`config.mk`:
```
export PLATFORM = sky130hd
export DESIGN_NAME = bmpp_cordic
export DESIGN_NICKNAME = d
export VERILOG_FILES = /design/src/sv/bicycle_model_pose_predict_core_macros.svh /design/src/sv/bmpp_pkg.sv /design/src/sv/bmpp_cordic.sv
export SDC_FILE = /design/constraint.sdc
export NUM_CORES = 1
export LEC_CHECK = 0
export BUFFER_PORTS_ARGS = -buffer_cell sky130_fd_sc_hd__buf_2
export CAP_MARGIN = 10
export CORE_UTILIZATION = 30
export DETAILED_ROUTE_END_ITERATION = 16
export PLACE_DENSITY_LB_ADDON = 0.05
export SLEW_MARGIN = 20
export SYNTH_ARGS = -nofsm -noshare
export SYNTH_HDL_FRONTEND = slang
export SYNTH_SLANG_ARGS = --single-unit
```
`constraint.sdc`:
```
create_clock -name clk -period 25.1 [get_ports clk]
set_input_delay 2.51 -clock clk [delete_from_list [all_inputs] [get_ports clk]]
set_output_delay 2.51 -clock clk [all_outputs]
set_load 0.01 [all_outputs]
```
`src/sv/bicycle_model_pose_predict_core_macros.svh`:
```
// Assertion helpers shared by the pose predictor sources.
// All checks run on clk and are disabled while rst is high.
`ifndef BICYCLE_MODEL_POSE_PREDICT_CORE_MACROS_SVH
`define BICYCLE_MODEL_POSE_PREDICT_CORE_MACROS_SVH

// Same-cycle implication
`define BMPP_ASSERT_IMPLY(label, ante, cons, msg) \
  label: assert property (@(posedge clk) disable iff (rst) (ante) |-> (cons)) \
    else $error(msg);

// Next-cycle implication
`define BMPP_ASSERT_NEXT(label, ante, cons, msg) \
  label: assert property (@(posedge clk) disable iff (rst) (ante) |=> (cons)) \
    else $error(msg);

// Invariant on every clock edge
`define BMPP_ASSERT_ALWAYS(label, cond, msg) \
  `BMPP_ASSERT_IMPLY(label, 1'b1, cond, msg)

`endif

```
`src/sv/bmpp_pkg.sv`:
```
package bmpp_pkg;

  // Step table geometry
  localparam int MAX_STEPS = 64;
  localparam int STEP_AW   = $clog2(MAX_STEPS);

  // Request kinds
  localparam logic REQ_LOAD    = 1'b0;
  localparam logic REQ_PREDICT = 1'b1;

  // Fixed point formats
  localparam int FRAC_BITS    = 16;
  localparam int Q30_SHIFT    = 30;
  localparam int CORDIC_ITERS = 30;

  // Angle in Q30: a 32-bit Q16.16 value shifted up by 14
  localparam int ANG_W = 46;
  typedef logic signed [ANG_W-1:0] ang_t;

  // Range reduction: conditional subtracts of 2*pi shifted by 13 down to 0
  localparam int RED_STEPS = 14;

  // Divider numerator: sin in Q30 shifted up by FRAC_BITS
  localparam int NUM_W = 48;
  typedef logic signed [NUM_W-1:0] num_t;

  // 1/1.28 = 25/32
  localparam int INV_WB_SHIFT = 5;

  localparam logic [ANG_W-1:0]    TWO_PI_MAG  = 46'd6746518852;
  localparam logic signed [35:0]  PI_Q30      = 36'sd3373259426;
  localparam logic signed [35:0]  HALF_PI_Q30 = 36'sd1686629713;
  localparam logic signed [35:0]  TWO_PI_Q30  = 36'sd6746518852;
  localparam logic signed [33:0]  GAIN_Q30    = 34'sd652032874;
  localparam logic signed [31:0]  SAT_MAX     = 32'sh7fffffff;
  localparam logic signed [31:0]  SAT_MIN     = 32'sh80000000;

  // One control step as held in the table
  typedef struct packed {
    logic signed [31:0] t;
    logic signed [31:0] v;
    logic signed [17:0] phi;
  } step_entry_t;

  // atan(2^-i) in Q30; beyond the table it is 2^(30-i) - 1
  function automatic logic signed [35:0] atan_q30(input logic [4:0] i);
    logic [35:0] one;
    one = 36'd1;
    case (i)
      5'd0:    atan_q30 = 36'sd843314856;
      5'd1:    atan_q30 = 36'sd497837829;
      5'd2:    atan_q30 = 36'sd263043836;
      5'd3:    atan_q30 = 36'sd133525158;
      5'd4:    atan_q30 = 36'sd67021686;
      5'd5:    atan_q30 = 36'sd33543515;
      5'd6:    atan_q30 = 36'sd16775850;
      5'd7:    atan_q30 = 36'sd8388437;
      5'd8:    atan_q30 = 36'sd4194282;
      5'd9:    atan_q30 = 36'sd2097149;
      default: atan_q30 = $signed((one << (5'(Q30_SHIFT) - i)) - 36'd1);
    endcase
  endfunction

  // Saturate to signed 32 bits
  function automatic logic signed [31:0] sat32(input logic signed [63:0] v);
    if (v > 64'sd2147483647) begin
      sat32 = SAT_MAX;
    end else if (v < -64'sd2147483648) begin
      sat32 = SAT_MIN;
    end else begin
      sat32 = $signed(v[31:0]);
    end
  endfunction

endpackage

```
`src/sv/bmpp_cordic.sv`:
```
module bmpp_cordic (
  input  logic               clk,
  input  logic               rst,
  input  logic               start,
  input  bmpp_pkg::ang_t     angle,
  output logic               done,
  output logic signed [31:0] sin_q,
  output logic signed [31:0] cos_q
);

  typedef enum logic [2:0] {S_IDLE, S_REDUCE, S_WRAP, S_ITER, S_FIN} state_t;

  state_t                           state;
  logic [bmpp_pkg::ANG_W-1:0]       mag;
  logic                             neg;
  logic [3:0]                       k;
  logic                             flip;
  logic signed [35:0]               r;
  logic signed [33:0]               x;
  logic signed [33:0]               y;
  logic [4:0]                       i;

  logic [bmpp_pkg::ANG_W:0]         red_sub;
  logic signed [35:0]               r0;
  logic signed [35:0]               r1;
  logic signed [35:0]               r_wrap;
  logic                             flip_wrap;
  logic signed [33:0]               x_sh;
  logic signed [33:0]               y_sh;
  logic signed [35:0]               atan_i;

  // Reduction trial, wrap to [-pi, pi], fold to [-pi/2, pi/2]
  always_comb begin
    red_sub = {1'b0, mag} - ({1'b0, bmpp_pkg::TWO_PI_MAG} << k);
    // after reduction mag < 2*pi, so 33 bits hold it
    r0 = $signed({3'b000, mag[32:0]});
    if (neg) begin
      r0 = -r0;
    end
    r1 = r0;
    if (r0 > bmpp_pkg::PI_Q30) begin
      r1 = r0 - bmpp_pkg::TWO_PI_Q30;
    end else if (r0 < -bmpp_pkg::PI_Q30) begin
      r1 = r0 + bmpp_pkg::TWO_PI_Q30;
    end
    r_wrap    = r1;
    flip_wrap = 1'b0;
    if (r1 > bmpp_pkg::HALF_PI_Q30) begin
      r_wrap    = r1 - bmpp_pkg::PI_Q30;
      flip_wrap = 1'b1;
    end else if (r1 < -bmpp_pkg::HALF_PI_Q30) begin
      r_wrap    = r1 + bmpp_pkg::PI_Q30;
      flip_wrap = 1'b1;
    end
    x_sh   = x >>> i;
    y_sh   = y >>> i;
    atan_i = bmpp_pkg::atan_q30(i);
  end

  // Sequencer: magnitude remainder, wrap, rotations, result
  always_ff @(posedge clk) begin
    if (rst) begin
      state <= S_IDLE;
      done  <= 1'b0;
    end else begin
      done <= 1'b0;
      unique case (state)
        S_IDLE: begin
          if (start) begin
            neg   <= angle[bmpp_pkg::ANG_W-1];
            mag   <= angle[bmpp_pkg::ANG_W-1] ? (~angle + 1'b1) : angle;
            k     <= 4'(bmpp_pkg::RED_STEPS - 1);
            state <= S_REDUCE;
          end
        end
        S_REDUCE: begin
          if (!red_sub[bmpp_pkg::ANG_W]) begin
            mag <= red_sub[bmpp_pkg::ANG_W-1:0];
          end
          if (k == 4'd0) begin
            state <= S_WRAP;
          end else begin
            k <= k - 4'd1;
          end
        end
        S_WRAP: begin
          r     <= r_wrap;
          flip  <= flip_wrap;
          x     <= bmpp_pkg::GAIN_Q30;
          y     <= '0;
          i     <= '0;
          state <= S_ITER;
        end
        S_ITER: begin
          if (r >= 0) begin
            x <= x - y_sh;
            y <= y + x_sh;
            r <= r - atan_i;
          end else begin
            x <= x + y_sh;
            y <= y - x_sh;
            r <= r + atan_i;
          end
          if (i == 5'(bmpp_pkg::CORDIC_ITERS - 1)) begin
            state <= S_FIN;
          end else begin
            i <= i + 5'd1;
          end
        end
        S_FIN: begin
          sin_q <= flip ? 32'(-y) : 32'(y);
          cos_q <= flip ? 32'(-x) : 32'(x);
          done  <= 1'b1;
          state <= S_IDLE;
        end
        default: state <= S_IDLE;
      endcase
    end
  end

endmodule

```
==> run metrics <==
Crit-path slowest cell=a21oi_2; commonest cells in the netlist=396 x nand2_1, 334 x nor2_1, 271 x o21ai_0, 270 x a21oi_1, 262 x xnor2_1; reg2reg path depth=30; Sw Ratio=between 40% and 50%; most frequent CP cell=a31oi_1; die width=~320 um; logic gate share of total power=56.2%; Req. time, crit path=roughly 25 ns; DR iter-0 viols=just under 2k; share of layout cells above drive strength 1=roughly a tenth; post-synth top area cell=edfxtp_1; Syn-to-layout area delta=8.88%; r2r endpoint=r[34]; CTS Buffer Depth=3; Clk Latency, worst-skew pair=between 0.6 and 0.7 ns; post-route cell area=between 30,000 and 40,000 sq um; Pint=approximately 1.2 mW; final setup vio count=0; synth top area cells=edfxtp_1 23%, xnor2_1 7.7%, ha_1 7.1%; reg2reg start=i[1]; Starting Density=between 30% and 40%; Mapped Avg Cell Area=approximately 8.0 sq um; Max FO, Critical Path=71; PwrDens=slightly below 70 nW/um^2; share of synthesized registers carrying an async set or reset=0%; drc violations=0; final setup margin=15.82 ns; post-layout min period=9.28 ns; Die ar.=101,000 sq um; CP peak stage delay=~0.80 ns; synth warn=0; fin crit share=~37%; Setup crit end kind=flip-flop; number of distinct library cells after synthesis=98; hold_ws=approximately 0.54 ns; Final HPWL DP=80.9 mm; IO buf count=113; Sink Count=~230; CTS Buf Count=31; GR Util All Layers=between 20 and 25%; Clock Power Share=roughly 20%; CTS tree=yes; Rows=between 100 and 150; RSZ-0062 raised after global routing=false; sequential fraction of design power=between 20% and 30%; ys flop type=edfxtp_1; CP Data Arrival Time=roughly 9.6 ns; crit path kind=reg -> reg; max cap viols=0; Core Box Area=a little under 100,000 sq um; sequential share of the synthesized area=~23%; Place WS=about 16 ns; global-route wire length before repair=163 mm; Crit path max-delay family=compound AO/OA/AOI/OAI gates; area of the multi-input gates=between 20,000 and 25,000 sq um; drt wl/cell=between 20 and 25 um; Highest Clock Rate=approximately 110 MHz; Post-Synthesis Cells=3,716; outcome=finished, final reports clean; post-route ant nets=0; vias per cell=around 5.6; TritonRoute pass-1 iters=6; die span in y=318 um; critical path depth=30; post-synthesis register bit count=around 230; Reg area=between 6000 and 7000 sq um; GP Congestion=around 0.90; nets@finish=3,904; startpoint type of the worst setup path=flip-flop; H-tree levels=1; DRT Wirelength=~110 mm; top-count cell post-synth=nand2_1; fin. max-slew vios=0; setup bufs post-CTS=0; Area after DPL=about 32,000 sq um; CTS Root Cell=clkbuf_16; slew at the pin closest to its max-slew limit=between 1 and 1.5 ns; slack of the worst reg-to-reg path=~16 ns; Vias=about 28k; filler instances=roughly 11k; Final TNS setup=0 ns; largest net degree at the start of global routing=86; final hold vios=0; Setup crit start=i[1]; peak supply drop=0.0366 mV; max_slew headroom=a little under 30%; Post-synth EDFFs=between 200 and 250; LEAKAGE=approximately 12 nW; clock skew=between 0.01 and 0.015 ns; HP Class=reg -> reg; switching power=around 0.99 mW; initial antenna violation count=1; GRT overflow=0; synthesized cell area=around 30,000 sq um; vias in the first global route=about 27k; Reg clk slew, reported paths=around 0.06 ns; post-cts repair resize count=0; hold_buf cts=0; Worst Path Buf+Inv=3; IO Pins=around 110; Setup crit end=r[34]; syn_nets=around 3.9k; top cell type's share of synthesized area=around 23%
layout by cell type, fill, tap and decap left out, types with 46 or more instances in the layout:
master    instances
a21oi_1         269
nand3_1         105
xnor2_1         262
a211oi_1         50
mux4_2           57
buf_2           113
xor2_1          136
o21ai_0         271
nor2_1          333
o21a_1           49
or3_1            62
edfxtp_1        225
o31ai_1          64
buf_4            49
nand2_1         395
inv_1            87
a21o_1           46
nand2b_1         56
ha_1            170
nor3_1           95
worst register-to-register path, delay by kind of cell (launching register included):
family / cells / cell delay (ns)
simple gates: 6 / 1.42
xor+xnor: 2 / 0.31
compound gates: 17 / 4.85
fa+ha+maj: 2 / 0.71
flops: 1 / 0.32
buf+inv: 3 / 1.39
layout make-up:
| class | instances | share of cell area (%) |
|---|---|---|
| diodes | 1 | 0.00769 |
| clock buffers | 42 | 2.51 |
| clock inverters | 16 | 0.508 |
| inverters | 92 | 1.07 |
| multi-input cells | 3166 | 67.1 |
| flip-flops and latches | 229 | 21.0 |
| well taps | 1287 | 4.95 |
| repair buffers | 162 | 2.87 |
metrics by stage:
step / util (%) / power [mW] / std cells
finish: 33.0 / 2.21 / 4995
global route: 33.0 / 2.39 / 4994
CTS: 33.0 / 2.24 / 4994
detailed placement: 32.0 / 1.78 / 4936
global placement: 32.0 / 1.79 / 4936
floorplan: - / 1.46 / 3716
layer usage:
metal,wire (um),track usage (%)
met3,3380,1.80
met5,0,0
met4,1910,3.75
met2,50900,35.2
met1,49100,27.1
power by group through the flow:
| stage | clock [mW] | combinational [mW] | sequential, mW |
|---|---|---|---|
| 3_3_place_gp | 0 | 1.25 | 0.538 |
| 4_1_cts | 0.460 | 1.25 | 0.530 |
| 3_5_place_dp | 0 | 1.24 | 0.537 |
| 5_1_grt | 0.471 | 1.38 | 0.535 |
| 2_1_floorplan | 0 | 0.954 | 0.506 |
| 6_report | 0.441 | 1.24 | 0.529 |
flip-flops by register name (all words and copies together), names as in the netlist, 3 cells and up:
signal and flops:
mag 46, r 36, x 34, y 34, cos_q 32, sin_q 32
i 5, k 4, state 3
cells by family (layout without fill, tap and decap cells):
kind of cell    Yosys count  in the layout  synth area share (%)
compound gates         1151           1151                  25.9
flops                   229            229                  22.9
buf+inv                 321            312                  4.25
mux                     124            124                  6.64
simple gates           1318           1318                  21.2
xor+xnor                400            400                  11.8
other cells               0              1                     0
fa+ha+maj               173            173                  7.32
worst min-delay path by stage:
| stage | startpoint | to | cells past startpoint |
|---|---|---|---|
| 2_1_floorplan | x[0] | cos_q[0] | 0 |
| 3_3_place_gp | x[0] | cos_q[0] | 0 |
| 3_5_place_dp | x[0] | cos_q[0] | 0 |
| 4_1_cts | x[0] | cos_q[0] | 0 |
| 5_1_grt | x[0] | cos_q[0] | 0 |
| 6_report | x[0] | cos_q[0] | 0 |
(Power assumes the default switching activity.)
