`config.mk`:
```
export PLATFORM = sky130hd
export DESIGN_NAME = bmpp_div
export DESIGN_NICKNAME = d
export VERILOG_FILES = /design/src/sv/bicycle_model_pose_predict_core_macros.svh /design/src/sv/bmpp_pkg.sv /design/src/sv/bmpp_div.sv
export SDC_FILE = /design/constraint.sdc
export NUM_CORES = 1
export LEC_CHECK = 0
export BUFFER_PORTS_ARGS = -buffer_cell sky130_fd_sc_hd__buf_2
export CORE_ASPECT_RATIO = 0.9
export CORE_MARGIN = 1
export CORE_UTILIZATION = 65
export CTS_BUF_LIST = sky130_fd_sc_hd__clkbuf_16
export DETAILED_ROUTE_END_ITERATION = 8
export GPL_ROUTABILITY_DRIVEN = 0
export GPL_TIMING_DRIVEN = 0
export PLACE_DENSITY_LB_ADDON = 0.2
export SLEW_MARGIN = 25
export SYNTH_ARGS = -nofsm -noshare
export SYNTH_HDL_FRONTEND = slang
export SYNTH_SLANG_ARGS = --single-unit
```
`constraint.sdc`:
```
create_clock -name clk -period 43.1 [get_ports clk]
set_input_delay 12.93 -clock clk [delete_from_list [all_inputs] [get_ports clk]]
set_output_delay 12.93 -clock clk [all_outputs]
set_load 0.02 [all_outputs]
```
`src/sv/bicycle_model_pose_predict_core_macros.svh`:
```
// Assertion helpers shared by the pose predictor sources.
// All checks run on clk and are disabled while rst is high.
`ifndef BICYCLE_MODEL_POSE_PREDICT_CORE_MACROS_SVH
`define BICYCLE_MODEL_POSE_PREDICT_CORE_MACROS_SVH

// Same-cycle implication
`define BMPP_ASSERT_IMPLY(label, ante, cons, msg) \
  label: assert property (@(posedge clk) disable iff (rst) (ante) |-> (cons)) \
    else $error(msg);

// Next-cycle implication
`define BMPP_ASSERT_NEXT(label, ante, cons, msg) \
  label: assert property (@(posedge clk) disable iff (rst) (ante) |=> (cons)) \
    else $error(msg);

// Invariant on every clock edge
`define BMPP_ASSERT_ALWAYS(label, cond, msg) \
  `BMPP_ASSERT_IMPLY(label, 1'b1, cond, msg)

`endif

```
`src/sv/bmpp_pkg.sv`:
```
package bmpp_pkg;

  // Step table geometry
  localparam int MAX_STEPS = 64;
  localparam int STEP_AW   = $clog2(MAX_STEPS);

  // Request kinds
  localparam logic REQ_LOAD    = 1'b0;
  localparam logic REQ_PREDICT = 1'b1;

  // Fixed point formats
  localparam int FRAC_BITS    = 16;
  localparam int Q30_SHIFT    = 30;
  localparam int CORDIC_ITERS = 30;

  // Angle in Q30: a 32-bit Q16.16 value shifted up by 14
  localparam int ANG_W = 46;
  typedef logic signed [ANG_W-1:0] ang_t;

  // Range reduction: conditional subtracts of 2*pi shifted by 13 down to 0
  localparam int RED_STEPS = 14;

  // Divider numerator: sin in Q30 shifted up by FRAC_BITS
  localparam int NUM_W = 48;
  typedef logic signed [NUM_W-1:0] num_t;

  // 1/1.28 = 25/32
  localparam int INV_WB_SHIFT = 5;

  localparam logic [ANG_W-1:0]    TWO_PI_MAG  = 46'd6746518852;
  localparam logic signed [35:0]  PI_Q30      = 36'sd3373259426;
  localparam logic signed [35:0]  HALF_PI_Q30 = 36'sd1686629713;
  localparam logic signed [35:0]  TWO_PI_Q30  = 36'sd6746518852;
  localparam logic signed [33:0]  GAIN_Q30    = 34'sd652032874;
  localparam logic signed [31:0]  SAT_MAX     = 32'sh7fffffff;
  localparam logic signed [31:0]  SAT_MIN     = 32'sh80000000;

  // One control step as held in the table
  typedef struct packed {
    logic signed [31:0] t;
    logic signed [31:0] v;
    logic signed [17:0] phi;
  } step_entry_t;

  // atan(2^-i) in Q30; beyond the table it is 2^(30-i) - 1
  function automatic logic signed [35:0] atan_q30(input logic [4:0] i);
    logic [35:0] one;
    one = 36'd1;
    case (i)
      5'd0:    atan_q30 = 36'sd843314856;
      5'd1:    atan_q30 = 36'sd497837829;
      5'd2:    atan_q30 = 36'sd263043836;
      5'd3:    atan_q30 = 36'sd133525158;
      5'd4:    atan_q30 = 36'sd67021686;
      5'd5:    atan_q30 = 36'sd33543515;
      5'd6:    atan_q30 = 36'sd16775850;
      5'd7:    atan_q30 = 36'sd8388437;
      5'd8:    atan_q30 = 36'sd4194282;
      5'd9:    atan_q30 = 36'sd2097149;
      default: atan_q30 = $signed((one << (5'(Q30_SHIFT) - i)) - 36'd1);
    endcase
  endfunction

  // Saturate to signed 32 bits
  function automatic logic signed [31:0] sat32(input logic signed [63:0] v);
    if (v > 64'sd2147483647) begin
      sat32 = SAT_MAX;
    end else if (v < -64'sd2147483648) begin
      sat32 = SAT_MIN;
    end else begin
      sat32 = $signed(v[31:0]);
    end
  endfunction

endpackage

```
`src/sv/bmpp_div.sv`:
```
module bmpp_div (
  input  logic               clk,
  input  logic               rst,
  input  logic               start,
  input  bmpp_pkg::num_t     num,
  input  logic signed [31:0] den,
  output logic               done,
  output logic signed [31:0] quot
);

  typedef enum logic [1:0] {S_IDLE, S_RUN, S_FIN} state_t;

  state_t                           state;
  logic [bmpp_pkg::NUM_W-1:0]       a;
  logic [31:0]                      b;
  logic [31:0]                      rem;
  logic [bmpp_pkg::NUM_W-1:0]       q;
  logic [5:0]                       cnt;
  logic                             neg;
  logic                             num_neg;
  logic                             den_zero;

  logic [32:0]                      trial;
  logic signed [bmpp_pkg::NUM_W:0]  q_signed;

  // One restoring step, and the signed quotient
  always_comb begin
    trial    = {rem, a[bmpp_pkg::NUM_W-1]};
    q_signed = neg ? -$signed({1'b0, q}) : $signed({1'b0, q});
  end

  // Magnitude division, one quotient bit a cycle, truncating toward zero
  always_ff @(posedge clk) begin
    if (rst) begin
      state <= S_IDLE;
      done  <= 1'b0;
    end else begin
      done <= 1'b0;
      unique case (state)
        S_IDLE: begin
          if (start) begin
            a        <= num[bmpp_pkg::NUM_W-1] ? (~num + 1'b1) : num;
            b        <= den[31] ? (~den + 1'b1) : den;
            rem      <= '0;
            q        <= '0;
            cnt      <= '0;
            neg      <= num[bmpp_pkg::NUM_W-1] ^ den[31];
            num_neg  <= num[bmpp_pkg::NUM_W-1];
            den_zero <= (den == '0);
            state    <= S_RUN;
          end
        end
        S_RUN: begin
          if (trial >= {1'b0, b}) begin
            rem <= 32'(trial - {1'b0, b});
            q   <= {q[bmpp_pkg::NUM_W-2:0], 1'b1};
          end else begin
            rem <= trial[31:0];
            q   <= {q[bmpp_pkg::NUM_W-2:0], 1'b0};
          end
          a <= a << 1;
          if (cnt == 6'(bmpp_pkg::NUM_W - 1)) begin
            state <= S_FIN;
          end else begin
            cnt <= cnt + 6'd1;
          end
        end
        S_FIN: begin
          // zero divisor gives the extreme with the numerator's sign
          if (den_zero) begin
            quot <= num_neg ? bmpp_pkg::SAT_MIN : bmpp_pkg::SAT_MAX;
          end else begin
            quot <= bmpp_pkg::sat32(64'(q_signed));
          end
          done  <= 1'b1;
          state <= S_IDLE;
        end
        default: state <= S_IDLE;
      endcase
    end
  end

endmodule

```
==> results of run 1 <==
## per-layer routing
layer,GRT usage,vias up
met5,0,-
met4,0.1061,0
met3,0.04882,87
met2,0.4936,507
met1,0.4196,4973
li1,-,5058
## layout make-up
class,instances,area share
Sequential cell,204,0.4164
Inverter,51,0.01308
Clock buffer,23,0.03931
Buffer,66,0.01974
Antenna cell,1,0.0001709
Multi-Input combinational cell,960,0.4289
Clock inverter,16,0.008632
Tap cell,250,0.02137
Timing Repair Buffer,140,0.05247
## layout by cell type (no fill, tap or decap), types with 23 or more instances in the layout
master,synthesis,final
ha_1,36,36
xor2_1,74,74
clkbuf_16,0,23
o21ai_1,29,29
nand3_1,28,28
inv_1,50,54
or3_1,23,23
xnor2_1,80,80
clkbuf_1,56,56
o31ai_1,26,26
buf_2,0,119
nor2_1,102,102
nand2_1,114,114
o41ai_1,24,23
and2_1,44,44
o21ai_0,88,88
edfxtp_1,201,201
mux2i_1,30,30
a21oi_1,51,51
## worst min path at each step
stage,from,endpoint,slack (ns)
finish,a[28]$_DFFE_PP_,a[29]$_DFFE_PP_,0.53
global placement,a[0]$_SDFFCE_PP0P_,a[1]$_DFFE_PP_,0.50
floorplan,state[0]$_SDFFE_PP0P_,done$_SDFF_PP0_,0.47
CTS,a[0]$_SDFFCE_PP0P_,a[1]$_DFFE_PP_,0.53
detailed placement,a[0]$_SDFFCE_PP0P_,a[1]$_DFFE_PP_,0.51
global route,a[10]$_DFFE_PP_,a[11]$_DFFE_PP_,0.55
## power breakdown
part           leakage [nW]  internal, mW  switching (mW)
combinational          3.19        0.0382          0.0570
sequential             1.94         0.233         0.00649
clock                 0.358         0.108          0.0767
total                  5.50         0.380           0.140
## registers in the layout, indices dropped and copies added, names as in the netlist, 2 cells and up
signal	flops
cnt	6
rem	32
state	2
b	32
q	48
quot	32
a	48
## critical path: stages
cell	delay, ns
buf_2	0.12
nor4_1	0.53
nand3_1	0.24
or3_1	0.38
or3_1	0.37
or3_1	0.41
or4_1	0.49
o31ai_1	0.41
nand2_1	0.14
xnor2_1	0.17
o21ai_0	0.09
## metrics by stage
stage | total power [mW] | cells | area [µm²]
after global routing | 0.5395 | 1711 | 14640
after detailed placement | 0.3363 | 1671 | 13920
after CTS | 0.5207 | 1710 | 14620
after floorplan | 0.3100 | 1281 | 12810
final | 0.5201 | 1711 | 14640
after global placement | 0.3338 | 1646 | 13700
## cells by family after synthesis
family                   synth area share
AO/OA/AOI/OAI                      0.1421
XOR/XNOR                           0.1053
adder cells (fa/ha/maj)           0.03672
buffers and inverters             0.03750
flip-flops                         0.4758
multiplexers                      0.02344
AND/OR/NAND/NOR                    0.1791
==> impl_results.md, run 1 <==
* Status: completed
* DIE HEIGHT at 135.2 µm
* H-Tree Depth at 1
* Post-CTS Resized at 0
* Via count at 10630
* Post-synth top area share at 0.4711
* Final Slew Violations at 0
* Largest net degree at the start of global routing at 14
* Achievable frequency at 62.30 MHz
* Num CTS Buffers at 22
* Critical Path Source: num[4]
* Drt first pass iters at 5
* Unrepaired setup endpoints after global routing: false
* R2R Path Start: q[2]$_SDFFCE_PN0P_
* Clk_lat worst skew at 0.51 ns
* Critical path peak fanout at 5
* Worst VDD drop at 0.02375 mV
* TNS Setup at 0 ns
* DRC viols at 0
* Most frequent cell after synthesis: edfxtp_1
* DRT antenna net count at 0
* Vias in the first global route at 10100
* Post-Synthesis Mean Instance Area at 10.00 µm²
* Skew final at 0.01020 ns
* Post-Syn Nets at 1401
* Endpoint class of the critical path: flop
* DR top layer: met4
* Gr ovfl total at 0
* Number of synthesized flops with an enable pin at 201
* Filler Cell Count at 1351
* Seq cells post-synth at 204
* Leak pwr at 5.496 nW
* Worst-case reg-to-reg path depth at 13
* DRT iter0 DRCs at 1009
* Hold WS at 0.5253 ns
* Routed met2 length at 14.10 mm
* Post-Synthesis Cells at 1281
* I/O Pins at 116
* Vias per inst at 6.210
* Top cells by count, synth: edfxtp_1, nand2_1, nor2_1
* Pre-CTS setup slack at 26.50 ns
* Hold WC Path Type: reg -> reg
* Worst r2r dst: quot[26]$_DFFE_PP_
* Die width at 150.0 µm
* Detail Route met3 WL at 2.481 mm
* Largest cells by area after synthesis: edfxtp_1, xnor2_1, xor2_1, ha_1, o21ai_0
* Area occupied by multi-input gates at 6279 µm²
* Initial antenna violation count at 1
* HPWL reported at the end of detailed placement at 22.45 mm
* CP Data Arrival Time at 16.29 ns
* WL final at 30.47 mm
* Layout cells sized above 1 at 0.1411
* Setup crit start kind: input pin
* Post-synth cell types at 67
* Flop2flop setup slack at 38.39 ns
* Utilization after layout at 0.7618
* Synth-to-layout area growth at 14.28%
* Tcrit/Tclk final at 0.3725
* Overall Global Routing Usage at 0.3053
* IO buf count at 115
* Clk root buf: clkbuf_16
* Clk buf depth at 3
* Critical Path End: a[41]$_DFFE_PP_
* Synth area leader: edfxtp_1
* Core area at 19220 µm²
* Post-CTS Setup Bufs at 0
* Main flop type after synthesis: edfxtp_1
* Sink Count at 204
* Initial core utilization at 0.6666
* CTS hold repair buffers at 0
* Die area at 20280 µm²
* Asr flop ratio synth at 0
* Worst setup margin at 27.05 ns
* Hold Crit Depth at 2
* Final number of setup-violating endpoints at 0
* Final #Nets at 1565
* Synth warn at 0
* Synthesized area at 12810 µm²
* Final hold vios at 0
* Rel. slew slack at 0.3321
* Final min period at 16.05 ns
* Worst Path Required at 43.33 ns
* Row cnt at 48
* Reg clk slew, reported paths at 0.06 ns
* Critical path type: in -> reg
* CTS tree: yes
* First-pass GRT wire length at 49.25 mm
* PwrDens at 35.52 nW/µm²
* M1 WL at 12.89 mm
* Wire per inst at 17.81 µm
* Register area at 6096 µm²
* MaxCap Viol Count at 0
* Worst-Margin Slew at 0.9893 ns
* Post-synthesis sequential area ratio at 0.4758
No activity file was read; power rests on OpenSTA's default activity.
==> run 2: changes to the inputs <==
--- a/config.mk
+++ b/config.mk
@@ -8,7 +8,7 @@
 export BUFFER_PORTS_ARGS = -buffer_cell sky130_fd_sc_hd__buf_2
 export CORE_ASPECT_RATIO = 0.9
 export CORE_MARGIN = 1
-export CORE_UTILIZATION = 65
+export CORE_UTILIZATION = 61
 export CTS_BUF_LIST = sky130_fd_sc_hd__clkbuf_16
 export DETAILED_ROUTE_END_ITERATION = 8
 export GPL_ROUTABILITY_DRIVEN = 0
==> constraint.sdc (replaced) <==
create_clock -name clk -period 16.1 [get_ports clk]
set_input_delay 4.83 -clock clk [delete_from_list [all_inputs] [get_ports clk]]
set_output_delay 4.83 -clock clk [all_outputs]
set_load 0.02 [all_outputs]
==> impl_results.md, run 2 (synthesized netlist as in run 1, its figures left out) <==
* Vias in the first global route at 9627
* First-pass GRT wire length at 47.63 mm
* Most common cell after layout, fill and taps aside: edfxtp_1
* Die width at 154.8 µm
* IO buf count at 115
* Overall Global Routing Usage at 0.2733
* Critical path peak fanout at 5
* Largest net degree at the start of global routing at 15
* Clk root buf: clkbuf_16
* Drt first pass iters at 5
* Via count at 10480
* Leading registers by flop count: a: 48 flops, q: 48 flops
* Unrepaired setup endpoints after global routing: false
* Post-route insts no fill at 1739
* Reg clk slew, reported paths at 0.06 ns
* I/O Pins at 116
* Synth-to-layout area growth at 14.46%
* Most frequent cells in the layout: edfxtp_1, buf_2, nand2_1
* DRT antenna net count at 0
* WL final at 29.26 mm
* CTS hold repair buffers at 0
* Achievable frequency at 127.2 MHz
* Total Power at 1.384 mW
* Initial core utilization at 0.6313
* Slowest stage delay, CP at 0.50 ns
* Initial antenna violation count at 1
* CTS tree: yes
* Vias per inst at 6.024
* Filler Cell Count at 1502
* Slowest cell on the critical path: nor4_1
* CP Data Arrival Time at 8.10 ns
* H-Tree Depth at 1
* Core area at 20290 µm²
* CP most frequent cell: or3_1
* Clk_lat worst skew at 0.50 ns
* Final min period at 7.860 ns
* Num CTS Buffers at 22
* Leak pwr at 5.485 nW
* Row cnt at 49
* Final #Nets at 1564
* Final Slew Violations at 0
* Setup crit start kind: input pin
* PwrDens at 94.37 nW/µm²
* Tcrit/Tclk final at 0.4882
* Final number of setup-violating endpoints at 0
* Utilization after layout at 0.7226
* MaxCap Viol Count at 0
* Gr ovfl total at 0
* Sink Count at 204
* HPWL reported at the end of detailed placement at 22.20 mm
* DRC viols at 0
* Die area at 21590 µm²
* Wire per inst at 16.83 µm
* Worst Path Required at 16.34 ns
* DP Cell Count at 1700
* Layout cells sized above 1 at 0.1385
* Hold WC Path Type: reg -> reg
* Post-CTS Setup Bufs at 0
* Hold WS at 0.5294 ns
* Status: completed
* Worst path cell trace: buf_2, nor4_1, nand3_1, or3_1, or3_1, or3_1, or4_1, o31ai_1, nand2_1, xnor2_1, o21ai_0
* Clk buf depth at 3
* DIE HEIGHT at 139.5 µm
* Worst-Margin Slew at 0.9828 ns
* Skew final at 0.006619 ns
* Final hold vios at 0
* Endpoint class of the critical path: flop
* Post-CTS Resized at 0
* DRT iter0 DRCs at 919
* Area occupied by multi-input gates at 6272 µm²
* Critical path type: in -> reg
* Register area at 6096 µm²
* Worst VDD drop at 0.06909 mV
* Rel. slew slack at 0.3387
[run 2: layout make-up]
type / instances / share of cell area
antenna: 1 / 0.0001706
clock inverter: 15 / 0.008447
timing repair buffer: 139 / 0.05205
clock buffer: 23 / 0.03925
multi-input combinational: 960 / 0.4277
buffer: 66 / 0.01971
tap: 280 / 0.02389
inverter: 51 / 0.01305
sequential: 204 / 0.4157
[run 2: metal layers]
metal	global-route usage	wire (µm)	vias to the layer above
li1	-	-	5056
met1	0.3959	13030	4905
met2	0.4313	13260	454
met3	0.04609	2317	61
met4	0.06253	647	0
met5	0	0	-
[run 2: worst paths after layout]
path / end / slack (ns) / from / depth (start not counted)
worst max-delay path: a[41]$_DFFE_PP_ / 8.24 / num[4] / 11
worst min-delay path: a[42]$_DFFE_PP_ / 0.53 / a[41]$_DFFE_PP_ / 2
worst max register to register: rem[17]$_SDFFCE_PN0P_ / 11.47 / b[1]$_DFFE_PP_ / 13
worst min register to register: a[42]$_DFFE_PP_ / 0.53 / a[41]$_DFFE_PP_ / 2
[run 2: where the power goes]
part           total (mW)  internal (mW)  switching [mW]
clock network       0.491          0.289           0.202
registers           0.642          0.625          0.0174
logic               0.251          0.102           0.149
total                1.38           1.02           0.368
[run 2: through the flow]
stage	setup TNS, ns	setup WS, ns	cell area, µm²
floorplan	0	1.167	12810
global placement	-303.58	-2.899	13740
detailed placement	0	7.744	13960
CTS	0	8.267	14660
global route	0	7.978	14660
finish	0	8.240	14660
[run 2: worst max-delay path: cells and delay by family]
family	cells	cell delay, ns
compound gates	2	0.49
buf+inv	1	0.12
simple gates	7	2.48
xor+xnor	1	0.19
